[config.mk]
export PLATFORM = sky130hd
export DESIGN_NAME = fldmp_ctrl
export DESIGN_NICKNAME = d
export VERILOG_FILES = /design/src/hw/rtl/fldmp_pkg.sv /design/src/hw/rtl/fldmp_ctrl.sv
export SDC_FILE = /design/constraint.sdc
export NUM_CORES = 1
export LEC_CHECK = 0
export BUFFER_PORTS_ARGS = -buffer_cell sky130_fd_sc_hd__buf_4
export CORE_MARGIN = 3
export CORE_UTILIZATION = 40
export DETAILED_ROUTE_END_ITERATION = 8
export GPL_TIMING_DRIVEN = 0
export PLACE_DENSITY = 0.72
export SYNTH_ARGS = -nofsm -noshare
export SYNTH_HDL_FRONTEND = slang
export SYNTH_SLANG_ARGS = --single-unit
export TNS_END_PERCENT = 1
[constraint.sdc]
create_clock -name clk -period 7.25 [get_ports clk]
set_input_delay 0.725 -clock clk [delete_from_list [all_inputs] [get_ports clk]]
set_output_delay 0.725 -clock clk [all_outputs]
set_load 0.05 [all_outputs]
[src/hw/rtl/fldmp_pkg.sv]
`default_nettype none

package fldmp_pkg;

	localparam int TAG_W  = 8;
	localparam int SIZE_W = 2;
	localparam int ADDR_W = 32;
	localparam int DATA_W = 32;
	localparam int LEFT_W = 4;
	localparam int LANES  = 4;

	// access size codes
	localparam logic [SIZE_W-1:0] SIZE_BYTE = 2'd0;
	localparam logic [SIZE_W-1:0] SIZE_HALF = 2'd1;
	localparam logic [SIZE_W-1:0] SIZE_WORD = 2'd2;
	localparam logic [SIZE_W-1:0] SIZE_BAD  = 2'd3;

	localparam logic [DATA_W-1:0] MASK_BYTE = 32'h0000_00ff;
	localparam logic [DATA_W-1:0] MASK_HALF = 32'h0000_ffff;
	localparam logic [DATA_W-1:0] MASK_WORD = 32'hffff_ffff;

	typedef struct packed {
		logic [TAG_W-1:0]  tag;
		logic              st_op;
		logic [SIZE_W-1:0] size;
		logic [ADDR_W-1:0] address;
		logic [DATA_W-1:0] store_data;
	} held_t;

	// sequencer to datapath
	typedef struct packed {
		logic issue;
		logic step;
		logic clr_active;
		logic complete;
		logic accept;
		logic busy_next;
	} ctl_t;

	function automatic logic [2:0] size_bytes(input logic [SIZE_W-1:0] size);
		logic [2:0] n;
		unique case (size)
			SIZE_BYTE: n = 3'd1;
			SIZE_HALF: n = 3'd2;
			SIZE_WORD: n = 3'd4;
			default:   n = 3'd0;
		endcase
		return n;
	endfunction

	function automatic logic [DATA_W-1:0] load_mask(input logic [SIZE_W-1:0] size);
		logic [DATA_W-1:0] m;
		unique case (size)
			SIZE_BYTE: m = MASK_BYTE;
			SIZE_HALF: m = MASK_HALF;
			SIZE_WORD: m = MASK_WORD;
			default:   m = '0;
		endcase
		return m;
	endfunction

endpackage

`default_nettype wire

[src/hw/rtl/fldmp_ctrl.sv]
`default_nettype none

module fldmp_ctrl
	import fldmp_pkg::*;
	#(
	parameter int ROWS    = 16384,
	parameter int ROW_W   = 14,
	parameter int LATENCY = 2
	)
	(
	input  wire logic             clk,
	input  wire logic             arst_n,
	input  wire logic             start,
	input  wire logic             take_req,
	input  wire held_t            new_req,
	output logic                  busy,
	output ctl_t                  ctl,
	output held_t                 held,
	output logic      [ROW_W-1:0] clr_row
	);

	logic              clr_q;
	logic [ROW_W-1:0]  clr_row_q;
	logic              s1_q;
	logic              tbusy_q;
	logic [LEFT_W-1:0] left_q;
	held_t             held_q;

	assign busy = clr_q | s1_q;

	always_comb begin
		ctl.issue      = start & ~busy;
		ctl.step       = s1_q;
		ctl.clr_active = clr_q;
		ctl.complete   = tbusy_q & (left_q <= LEFT_W'(1));
		ctl.accept     = ~tbusy_q & take_req;
		ctl.busy_next  = ctl.accept | (tbusy_q & ~ctl.complete);
	end

	assign held    = held_q;
	assign clr_row = clr_row_q;

	// clearing sweep after reset, zeroing every row in turn
	always_ff @(posedge clk or negedge arst_n) begin
		if (!arst_n) begin
			clr_q     <= 1'b1;
			clr_row_q <= '0;
		end else if (clr_q) begin
			if (clr_row_q == ROW_W'(ROWS - 1)) begin
				clr_q <= 1'b0;
			end
			clr_row_q <= clr_row_q + ROW_W'(1);
		end
	end

	always_ff @(posedge clk or negedge arst_n) begin
		if (!arst_n) begin
			s1_q <= 1'b0;
		end else begin
			s1_q <= ctl.issue;
		end
	end

	// port state, advanced once per transaction
	always_ff @(posedge clk or negedge arst_n) begin
		if (!arst_n) begin
			tbusy_q <= 1'b0;
			left_q  <= '0;
		end else if (ctl.step) begin
			if (tbusy_q) begin
				if (ctl.complete) begin
					tbusy_q <= 1'b0;
					left_q  <= '0;
				end else begin
					left_q <= left_q - LEFT_W'(1);
				end
			end else if (ctl.accept) begin
				tbusy_q <= 1'b1;
				left_q  <= LEFT_W'(LATENCY);
			end
		end
	end

	always_ff @(posedge clk) begin
		if (ctl.step && ctl.accept) begin
			held_q <= new_req;
		end
	end

endmodule

`default_nettype wire

# [Word-level counts from Yosys, hierarchy flattened]
# Cells that the tools add are included.
[totals] input_bits=79 register_bits=96 word_cells=34 out_inout_bits=96
[op_classes] n_reduce_logical=3 muxes=8 order_cmp=1 n_bitwise=9 add_sub_neg=2 n_eq_ne=1
[ops] operator="14-bit by 1-bit adder with 14-bit output (second input constant)" n=1
[ops] operator="14-bit == test (second input constant)" n=1
[ops] operator="4-bit 2-to-1 mux" n=3
[ops] operator="1-bit 2-to-1 mux" n=5
[ops] operator="1-bit AND" n=4
[ops] operator="4-bit by 1-bit less-or-equal comparator with 1-bit output (second input constant)" n=1
[ops] operator="4-bit by 1-bit subtractor with 4-bit output (second input constant)" n=1
[ops] operator="1-bit NOT" n=3
[ops] operator="1-bit bitwise OR" n=2
[ops] operator="2-bit AND reduction" n=1
[ops] operator="2-bit nonzero test" n=1
[ops] operator="1-bit logical AND" n=1

# [Logic depth before layout (Yosys ltp)]
# Gate-level depths: netlist of run 1.
[depth] depth_word=5 ltp_mapped=5 mapped_depth_nobuf=5

# [Least setup slack after synthesis of run 1]
# OpenSTA, ideal clock, no wires.
[synth_timing] path_kind="input to register" startpoint="in take_req" endpoint="reg held_q, in the netlist held[0] (enable)" arrival_ns=3.343 n_path_buf=0 cell_stages=2 slack_ns=3.466 setup_ns=0.441 cell_sequence="nor2b_1 > and2_1"
[synth_via] elab_chain_len=2
[synth_rtl] element="from (decl)" line_no="fldmp_ctrl.sv:14" source="input wire logic take_req,"
[synth_rtl] element="1-bit AND" line_no="fldmp_ctrl.sv:36" source="ctl.accept = ~tbusy_q & take_req;"
[synth_rtl] element="1-bit logical AND" line_no="fldmp_ctrl.sv:85" source="if (ctl.step && ctl.accept) begin"
[synth_rtl] element="to (signal assigned)" line_no="fldmp_ctrl.sv:86" source="held_q <= new_req;"
[synth_rtl] element="to (decl)" line_no="fldmp_ctrl.sv:27" source="held_t held_q;"
# Every way passes these cells.
# A chain may end at the register's enable or synchronous reset.

==> impl_metrics.csv, run 1 <==
group,metric,value,unit
synth,synthMuxAreaShare,0.3408,%
sta,hold_violations,0,
synth,synth_edf_count,75,
sta,skew,0.01367,ns
worst_setup_path,cp-end-kind,"output port",
pwr,swShare,24.03,%
floorplanning,dieHeight,96.89,µm
sta,drv_slew,0,
detailed_routing,routed.top_layer,"met4",
synth,synth.yosys.seq_area_share,84.10,%
placement,dp_hpwl,6.398,mm
pwr,p_int,0.0007830,W
placement,place.port_buffers,174,
placement,gp_congestion,0.7927,
cells_and_area,areaGrowthSynthToFinish,49.07,%
job,maxCapViolations,0,
clock_network,numCtsBuffers,9,
cells_and_area,nets,439,
pwr,vdd_ir_drop_max,0.08584,mV
grt,first_global_vias,2247,
floorplanning,core_area,7888,µm²
floorplanning,start_util,41.89,%
pwr,power_density,209.2,nW/µm²
synth,syn_nets,254,
worst_setup_path,criticalPathCategory,"register to output port",
grt,grt_overflow,0,
outcome,outcome,"finished, final reports clean",
pwr,clkPwrFrac,32.0,%
synth,yosys.area_share.simple,6.891,%
sta,fmax,375.2,MHz
synth,synthAdderAreaFrac,1.136,%
synth,yosys.cell_count.top_type,"edfxtp_1",
clock_network,clk_latency,0.36,ns
worst_setup_path,arrival,1.94,ns
synth,syn_area,3304,µm²
detailed_routing,met1_length,3.313,mm
cells_and_area,diodes,0,
sta,post-route-period-util,36.76,%
min_path,holdCritPathClass,"primary input to async pin",
detailed_routing,dr.pass1.iters,4,
synth,synth_top_area_share,68.16,%
detailed_routing,route.detailed.drc,0,
sta,fin_crit,2.665,ns
clock_network,ctsHtreeMaxLevel,3,
synth,synth_commonest_cells,"edfxtp_1 (75), dfrtp_1 (20), xor2_1 (9)",
cells_and_area,nFillCells,607,
cells_and_area,drive_gt1_share,55.52,%
sta,rsz0062_at_grt,"false",
clock_network,post-cts-setup-buffer-count,0,
clock_network,clk_path_buf_depth,2,
synth,synth_top_area_cell,"edfxtp_1",
detailed_routing,drtIter0Drc,84,
floorplanning,die_w,96.89,µm
detailed_routing,ant_nets,0,
synth,synth_cell_type_count,32,
synth,synthTopCellsByArea,"edfxtp_1 (68%), dfrtp_1 (15%), xor2_1 (2.4%), nor4_2 (1.5%), ha_1 (1.1%)",
floorplanning,fp-row-count,32,
grt,grt_pass1_wl,12.98,mm
floorplanning,ioPinCount,175,
synth,synth_top_family_by_area,"simple AND/OR/NAND/NOR gates",
detailed_routing,drt_wl_total,8.342,mm
detailed_routing,wl_met2,4.201,mm
synth,synth-main-ff-cell,"edfxtp_1",
floorplanning,dieArea,9388,µm²
detailed_routing,viasPerCell,4.810,
sta,fin_setup_tns,0,ns
sta,hold_slack,0.2375,ns
sta,setup_violations,0,
synth,yosysWarningCount,0,
pwr,p_sw,0.0002477,W
detailed_routing,wl_met3,570,µm
sta,worstMarginPinSlew,0.9537,ns
grt,grt_max_degree,76,
clock_network,cts_tree,"done",
grt,antenna_found_initial,0,
synth,async_flop_share,21.88,%
pwr,pwr-share-seq,59.7,%
pwr,power_leakage,2.129,nW
worst_setup_path,worst_ep_required_time,6.52,ns
pwr,comb_power_share,8.3,%
clock_network,cts_sinks,96,
sta,relSlewSlack,36.42,%
detailed_routing,wl_per_cell,17.98,µm
synth,synthCells,172,
synth,synth_compound_area_share,2.575,%
detailed_routing,vias,2232,
worst_setup_path,start_kind,"register",
clock_network,ctsResizeCount,0,
clock_network,postCtsHoldBufs,0,
clock_network,clock-root-buffer,"clkbuf_8",
worst_setup_path,worstPathMaxFanout,5,
synth,synthXorXnorAreaFrac,3.446,%
clock_network,clk_pin_slew_worst_paths,0.10,ns
grt,grt_usage,18.17,%
synth,synth-seq-cells,96,
synth,avgSynthCellArea,19.21,µm²
[cell families after synthesis]
group           count (synthesis)
flops                          96
compound gates                 12
buf+inv                        11
fa+ha+maj                       3
simple gates                   36
xor+xnor                       13
mux                             1
[cell usage in the layout, fill, tap and decap left out, types with 3 or more instances in the layout]
| cell type | netlist | layout |
|---|---|---|
| buf_4 | 2 | 176 |
| edfxtp_1 | 75 | 75 |
| dfrtp_1 | 20 | 20 |
| xor2_1 | 9 | 9 |
| clkbuf_8 | 0 | 9 |
| nand2_1 | 7 | 7 |
| inv_1 | 6 | 6 |
| nor2_1 | 6 | 6 |
| nand3_1 | 4 | 4 |
| nor4_2 | 4 | 4 |
| xnor2_1 | 4 | 4 |
| nor3_1 | 3 | 3 |
| nand4_1 | 3 | 3 |
| o31ai_1 | 3 | 3 |
| ha_1 | 3 | 3 |
[worst max-delay path, stage by stage, from the launching register on]
cell and delay (ns):
dfrtp_1 0.43, inv_1 0.07, ha_1 0.18, nor2_1 0.07
nor3_1 0.44, and2_1 0.21, buf_4 0.19
[metal layers]
metal	vias up	GRT usage, %
met4	0	8.963
met5	-	0
met3	17	5.696
met2	108	29.35
met1	1098	22.06
li1	1009	-
[power groups by stage]
stage	Combinational, W	Sequential (W)	Clock, W
2_1_floorplan	0.0000372	0.000628	0
3_3_place_gp	0.0000806	0.000626	0
3_5_place_dp	0.0000864	0.000627	0
4_1_cts	0.0000866	0.000615	0.000339
5_1_grt	0.0000958	0.000617	0.000367
6_report	0.0000860	0.000615	0.000330
[path summary, 6_finish.rpt]
| kind | depth (start not counted) | endpoint | start | slack, ns |
|---|---|---|---|---|
| worst min-delay path | 1 | clr_row[12]$_DFFE_PN0P_ | arst_n | 0.24 |
| worst min register to register | 1 | clr_row[8]$_DFFE_PN0P_ | clr_row[8]$_DFFE_PN0P_ | 0.50 |
| worst max register to register | 2 | held[5]$_DFFE_PP_ | s1_q$_DFF_PN0_ | 5.33 |
| min in group clk | 1 | clr_row[8]$_DFFE_PN0P_ | clr_row[8]$_DFFE_PN0P_ | 0.50 |
| max in group asynchronous | 1 | clr_q$_DFF_PN1_ | arst_n | 6.74 |
| worst max-delay path | 6 | ctl[2] | left_q[0]$_DFFE_PN0P_ | 4.58 |
[sequential cells by signal, summed over array words and instances (netlist names)]
name and cells:
s1_q 1, tbusy_q 1, clr_q 1, held 75
left_q 4, clr_row 14
[final cells by class]
type,instances,area (µm²),share of cell area (%)
sequential,96,2779,56.41
clock inverter,7,61.31,1.245
tap,102,127.6,2.591
buffer,5,27.53,0.5588
multi-input combinational,65,478.0,9.703
clock buffer,9,123.9,2.515
timing repair buffer,174,1306,26.52
inverter,6,22.52,0.4572
[per-stage QoR]
stage	setup slack (ns)	cell area [µm²]	total power, W	instances	utilization [%]
after floorplan	3.466	3304	0.0006648	172	-
after global placement	3.414	4738	0.0007062	448	60.07
after detailed placement	4.968	4741	0.0007131	448	60.10
after CTS	4.558	4926	0.001041	464	62.45
after global routing	4.384	4926	0.001079	464	62.45
final	4.585	4926	0.001031	464	62.45
(Power assumes the default switching activity.)
==> inputs of run 2 (changes only) <==
- ABC_AREA: unset -> 1
- PLACE_DENSITY: 0.72 -> 0.75
- clock period: 7.25 -> 2.31 ns (I/O delays scaled with it)
==> run 2 against run 1 <==
Wire length grew 1.9%. Area after synthesis grew 1.8%. Utilization increased by 1.3 points. Largest power group unchanged. Clock-buffer cell count did not move. Highest routed layer unchanged. Sequential power increased to 3.3 times the previous value. Final cell count rose by 8.6%. Register-to-register slack got worse by 5.0 ns. Critical path type unchanged. Hold slack lost 0.20 ns. Critical path depth stayed put.
==> impl_metrics.csv, run 2 <==
group,metric,value,unit
synth,syn_nets,291,
sta,rsz0062_at_grt,"false",
cells_and_area,instances_no_fill,504,
synth,yosys.area_share.simple,8.851,%
placement,gp_congestion,0.7929,
floorplanning,dieHeight,97.71,µm
cells_and_area,utilization,63.72,%
cells_and_area,final_cell_mix,"buf_4 (176), edfxtp_1 (75), nand2_1 (31), inv_1 (24), dfrtp_1 (20)",
sta,skew,0.007613,ns
cells_and_area,regArea,2779,µm²
detailed_routing,route.detailed.drc,0,
sta,relSlewSlack,65.23,%
placement,dp_hpwl,6.469,mm
pwr,power_density,787.9,nW/µm²
worst_setup_path,start_kind,"register",
worst_setup_path,r2r_cells,5,
synth,synth-main-ff-cell,"edfxtp_1",
floorplanning,fp-row-count,32,
worst_setup_path,critPathBufInv,2,
detailed_routing,drtIter0Drc,92,
grt,grt_overflow,0,
synth,synth-seq-cells,96,
clock_network,cts_tree,"done",
clock_network,ctsResizeCount,0,
job,maxCapViolations,0,
synth,synth.yosys.seq_area_share,82.60,%
grt,grt_pass1_wl,12.88,mm
worst_setup_path,cp_slowest_cell,"dfrtp_1",
clock_network,clk_pin_slew_worst_paths,0.11,ns
worst_setup_path,worstPathMaxFanout,3,
synth,yosysWarningCount,0,
detailed_routing,vias,2290,
sta,setup_violations,0,
synth,synthAdderAreaFrac,1.116,%
worst_setup_path,r2r_slack,0.38,ns
detailed_routing,drt_wl_total,8.499,mm
cells_and_area,multi_input_area,475.5,µm²
synth,synth_top_area_share,66.94,%
sta,fin_crit,2.001,ns
synth,avgSynthCellArea,16.10,µm²
floorplanning,core_area,7928,µm²
worst_setup_path,cp-end-kind,"output port",
clock_network,clk_path_buf_depth,2,
synth,synth_commonest_cells,"edfxtp_1 (75), nand2_1 (31), inv_1 (25)",
placement,place.port_buffers,174,
cells_and_area,largest_reg_flops,75,
clock_network,numCtsBuffers,9,
floorplanning,die_w,97.71,µm
min_path,holdCritPathClass,"primary input to register",
sta,final.setup.worst_slack,0.3088,ns
worst_setup_path,critical-path-top-delay-family,"flip-flops",
clock_network,clk_latency,0.36,ns
pwr,power_leakage,2.265,nW
cells_and_area,drive_gt1_share,51.24,%
synth,yosys.cell_count.top_type,"edfxtp_1",
detailed_routing,wl_per_cell,16.86,µm
pwr,vdd_ir_drop_max,0.7204,mV
grt,grt_max_degree,32,
cells_and_area,nets,479,
synth,synth_top_family_by_area,"simple AND/OR/NAND/NOR gates",
synth,synthXorXnorAreaFrac,2.343,%
detailed_routing,dr.pass1.iters,6,
cells_and_area,layout_commonest_cell,"buf_4",
synth,synthCells,209,
min_path,holdPathStages,1,
worst_setup_path,criticalPathCategory,"register to output port",
floorplanning,ioPinCount,175,
outcome,outcome,"finished, final reports clean",
synth,synth_cell_type_count,23,
synth,synthMuxAreaShare,0,%
placement,dp_cells,487,
synth,async_flop_share,21.88,%
worst_setup_path,worst_ep_required_time,2.08,ns
worst_setup_path,arrival,1.77,ns
worst_setup_path,cpMostUsedCell,"o21ai_0",
grt,grt_usage,17.80,%
sta,post-route-period-util,86.63,%
grt,antenna_found_initial,0,
clock_network,ctsHtreeMaxLevel,3,
sta,drv_slew,0,
floorplanning,start_util,42.44,%
synth,synth_compound_area_share,1.748,%
synth,synth_top_area_cell,"edfxtp_1",
cells_and_area,nFillCells,616,
placement,post-place-ws,0.3776,ns
detailed_routing,viasPerCell,4.544,
clock_network,clock-root-buffer,"clkbuf_8",
synth,syn_area,3364,µm²
worst_setup_path,worst_path_largest_cell_delay,0.39,ns
sta,worstMarginPinSlew,0.5205,ns
grt,first_global_vias,2301,
floorplanning,dieArea,9547,µm²
sta,hold_violations,0,
cells_and_area,diodes,0,
synth,synthTopCellsByArea,"edfxtp_1 (67%), dfrtp_1 (15%), nand2_1 (3.5%), inv_1 (2.8%), xor2_1 (1.6%)",
worst_setup_path,crit_chain,"inv_1 -> ha_1 -> o21ai_0 -> nand2_1 -> o21ai_0 -> buf_4",
worst_setup_path,cp.depth,6,
detailed_routing,ant_nets,0,
synth,synth_edf_count,75,
cells_and_area,areaGrowthSynthToFinish,50.13,%
clock_network,cts_sinks,96,
sta,fmax,499.7,MHz
-- run 2: cell types whose count changed after synthesis, moves of 3 or more --
cell,before,now
nand3_1,4,7
nor2_1,6,12
and2_1,3,0
nand2_1,7,31
o21ai_0,2,5
nor4_2,4,0
inv_1,6,25
xor2_1,9,6
nor2_4,0,4
o31ai_1,3,0
-- run 2: what timing repair did --
action / CTS / global route
buffers inserted: 0 / 0
hold buffers: 1 / 0
endpoints found under the hold margin: 21 / 0
-- run 2: worst paths after layout --
check                                       startpoint                endpoint
worst max-delay path             left_q[0]$_DFFE_PN0P_                  ctl[0]
worst min-delay path                       new_req[52]      held[52]$_DFFE_PP_
worst max register to register     tbusy_q$_DFFE_PN0P_      held[53]$_DFFE_PP_
worst min register to register  clr_row[4]$_DFFE_PN0P_  clr_row[4]$_DFFE_PN0P_
max in group asynchronous                       arst_n         clr_q$_DFF_PN1_
min in group asynchronous                       arst_n  clr_row[6]$_DFFE_PN0P_
-- run 2: metrics by stage --
| step | hold slack, ns | total power [W] | TNS (ns) | instance area (µm²) |
|---|---|---|---|---|
| final | 0.03654 | 0.003980 | 0 | 5051 |
| after global routing | 0.003045 | 0.004164 | 0 | 5051 |
| after CTS | 0.01760 | 0.004024 | 0 | 5051 |
| after detailed placement | 0.1320 | 0.002974 | 0 | 4852 |
| after global placement | 0.1287 | 0.002933 | -18.25 | 4805 |
| after floorplan | -0.06459 | 0.002634 | 0 | 3371 |
-- run 2: logic make-up after synthesis --
kind of cell             after synthesis
adder cells (fa/ha/maj)                3
buffers and inverters                 28
flip-flops                            96
AO/OA/AOI/OAI                         11
AND/OR/NAND/NOR                       62
XOR/XNOR                               9
-- run 2: layout make-up --
class / instances / area share, %
inverter: 26 / 2.006
timing repair buffer: 177 / 27.00
sequential: 96 / 55.02
clock buffer: 9 / 2.452
clock inverter: 7 / 1.288
buffer: 2 / 0.2973
tap: 102 / 2.527
multi-input combinational: 85 / 9.413
-- run 2: power breakdown --
part	leakage [nW]	internal [W]	switching, W
sequential	0.954	0.00200	0.0000636
combinational	1.21	0.000291	0.000580
clock	0.0991	0.000418	0.000629
total	2.27	0.00271	0.00127
-- run 2: layer usage --
| layer | routed length (µm) | track usage (%) | up-vias |
|---|---|---|---|
| li1 | - | - | 1092 |
| met4 | 200 | 6.603 | 0 |
| met2 | 4421 | 31.31 | 109 |
| met5 | 0 | 0 | - |
| met1 | 3209 | 19.96 | 1072 |
| met3 | 667 | 6.174 | 17 |
==> inputs of run 3 (changes only) <==
- CTS_CLUSTER_SIZE: unset -> 30
- RECOVER_POWER: unset -> 100
==> run 3 against run 2 <==
Via count up 1.3%. Sequential power is essentially flat. Critical path depth is the same. Final area shrank 8.2%. Hold slack better by 0.026 ns. Maximum frequency increased by 0.18%. Critical path type unchanged.
==> impl_metrics.csv, run 3 (synthesis gave the netlist of run 2 again) <==
group,metric,value,unit
outcome,outcome,"finished, final reports clean",
worst_setup_path,worstPathMaxFanout,3,
placement,dp_cells,487,
worst_setup_path,r2r_slack,0.31,ns
grt,first_global_vias,2301,
min_path,holdPathStages,1,
grt,antenna_found_initial,0,
cells_and_area,largest_reg_flops,75,
detailed_routing,route.detailed.drc,0,
detailed_routing,vias,2319,
placement,place.port_buffers,174,
sta,relSlewSlack,23.50,%
floorplanning,core_area,7928,µm²
clock_network,clk_path_buf_depth,2,
sta,fin_crit,1.998,ns
sta,worstMarginPinSlew,1.147,ns
pwr,power_density,838.3,nW/µm²
worst_setup_path,r2r-start,"tbusy_q$_DFFE_PN0P_",
job,maxCapViolations,0,
detailed_routing,drtIter0Drc,87,
pwr,vdd_ir_drop_max,0.7096,mV
cells_and_area,areaGrowthSynthToFinish,37.78,%
detailed_routing,drt_wl_total,8.495,mm
cells_and_area,stdcell_area,4636,µm²
clock_network,clk_latency,0.36,ns
sta,drv_slew,0,
clock_network,ctsHtreeMaxLevel,3,
worst_setup_path,arrival,1.77,ns
floorplanning,ioPinCount,175,
sta,setup_violations,0,
detailed_routing,wl_per_cell,16.86,µm
placement,post-place-ws,0.3776,ns
min_path,hold_start,"new_req[4]",
sta,post-route-period-util,86.48,%
floorplanning,die_w,97.71,µm
grt,grt_usage,17.80,%
worst_setup_path,worst_ep_required_time,2.08,ns
worst_setup_path,start_kind,"register",
clock_network,clk_pin_slew_worst_paths,0.10,ns
sta,fmax,500.6,MHz
worst_setup_path,r2r_cells,5,
floorplanning,start_util,42.44,%
sta,hold_violations,0,
placement,gp_congestion,0.7929,
placement,dp_hpwl,6.469,mm
cells_and_area,diodes,0,
cells_and_area,instances_no_fill,504,
cells_and_area,nFillCells,764,
floorplanning,dieHeight,97.71,µm
floorplanning,dieArea,9547,µm²
detailed_routing,viasPerCell,4.601,
cells_and_area,layout_commonest_cell,"clkbuf_1",
cells_and_area,final_cell_mix,"clkbuf_1 (97), edfxtp_1 (75), clkbuf_4 (73), nand2_1 (32), inv_1 (24)",
placement,placed_cell_area,4852,µm²
grt,grt_overflow,0,
detailed_routing,ant_nets,0,
worst_setup_path,criticalPathCategory,"register to output port",
detailed_routing,dr.pass1.iters,4,
min_path,holdCritPathClass,"primary input to register",
pwr,power_leakage,1.884,nW
clock_network,numCtsBuffers,9,
min_path,whs_endpoint,"held[4]$_DFFE_PP_",
sta,skew,0.009096,ns
clock_network,cts_tree,"done",
cells_and_area,drive_gt1_share,24.88,%
clock_network,cts_sinks,96,
cells_and_area,nets,479,
sta,rsz0062_at_grt,"false",
grt,grt_pass1_wl,12.88,mm
grt,grt_max_degree,32,
floorplanning,fp-row-count,32,
worst_setup_path,cp-end-kind,"output port",
cells_and_area,utilization,58.48,%
worst_setup_path,r2r_end,"held[53]$_DFFE_PP_",
sta,final.setup.worst_slack,0.3123,ns
clock_network,clock-root-buffer,"clkbuf_8",
clock_network,ctsResizeCount,0,
run 3: timing repair:
item,CTS,global route
hold endpoints to repair,21,0
setup buffers,0,0
setup endpoints to repair,0,0
hold buffers,1,0
run 3: per-layer routing:
layer  vias up  part of all wire [%]  track usage (%)
met3        16                   7.7            6.174
met2       114                    51            31.31
met4         0                   2.7            6.603
li1       1094                     -                -
met5         -                     0                0
met1      1095                    38            19.96
run 3: how the worst max path moves through the flow:
stage                          start            endpoint  slack, ns  cells past startpoint
2_1_floorplan    tbusy_q$_DFFE_PN0P_   held[0]$_DFFE_PP_       0.01                      3
3_3_place_gp     tbusy_q$_DFFE_PN0P_  held[13]$_DFFE_PP_      -0.25                      3
3_5_place_dp     tbusy_q$_DFFE_PN0P_   held[1]$_DFFE_PP_       0.38                      5
4_1_cts        left_q[0]$_DFFE_PN0P_              ctl[0]       0.29                      6
5_1_grt        left_q[0]$_DFFE_PN0P_              ctl[0]       0.12                      6
6_report       left_q[0]$_DFFE_PN0P_              ctl[0]       0.31                      6
run 3: worst max-delay path: stages, from the launching register on:
cell and delay [ns]:
dfrtp_1 0.39, inv_1 0.07, ha_1 0.22, o21ai_0 0.27, nand2_1 0.14, o21ai_0 0.10, buf_4 0.22
run 3: through the flow:
| stage | total power (W) | TNS [ns] | hold slack, ns |
|---|---|---|---|
| 2_1_floorplan | 0.002634 | 0 | -0.06459 |
| 3_3_place_gp | 0.002933 | -18.25 | 0.1287 |
| 4_1_cts | 0.004024 | 0 | 0.01760 |
| 5_1_grt | 0.004083 | 0 | 0.02655 |
| 6_report | 0.003886 | 0 | 0.06207 |
| 3_5_place_dp | 0.002974 | 0 | 0.1320 |
run 3: layout make-up:
class                   count  area [µm²]  area share [%]
flip-flops and latches     96        2779           59.95
repair buffers            177       988.4           21.32
multi-input cells          85       435.4           9.393
well taps                 102       127.6           2.753
clock buffers               9       123.9           2.672
inverters                  26       101.3           2.186
clock inverters             7       65.06           1.404
plain buffers               2       15.01          0.3239
run 3: power breakdown:
part | internal, W | leakage (nW) | switching [W]
Sequential | 0.00200 | 0.954 | 0.0000603
Combinational | 0.000212 | 0.831 | 0.000579
Clock | 0.000418 | 0.0991 | 0.000619
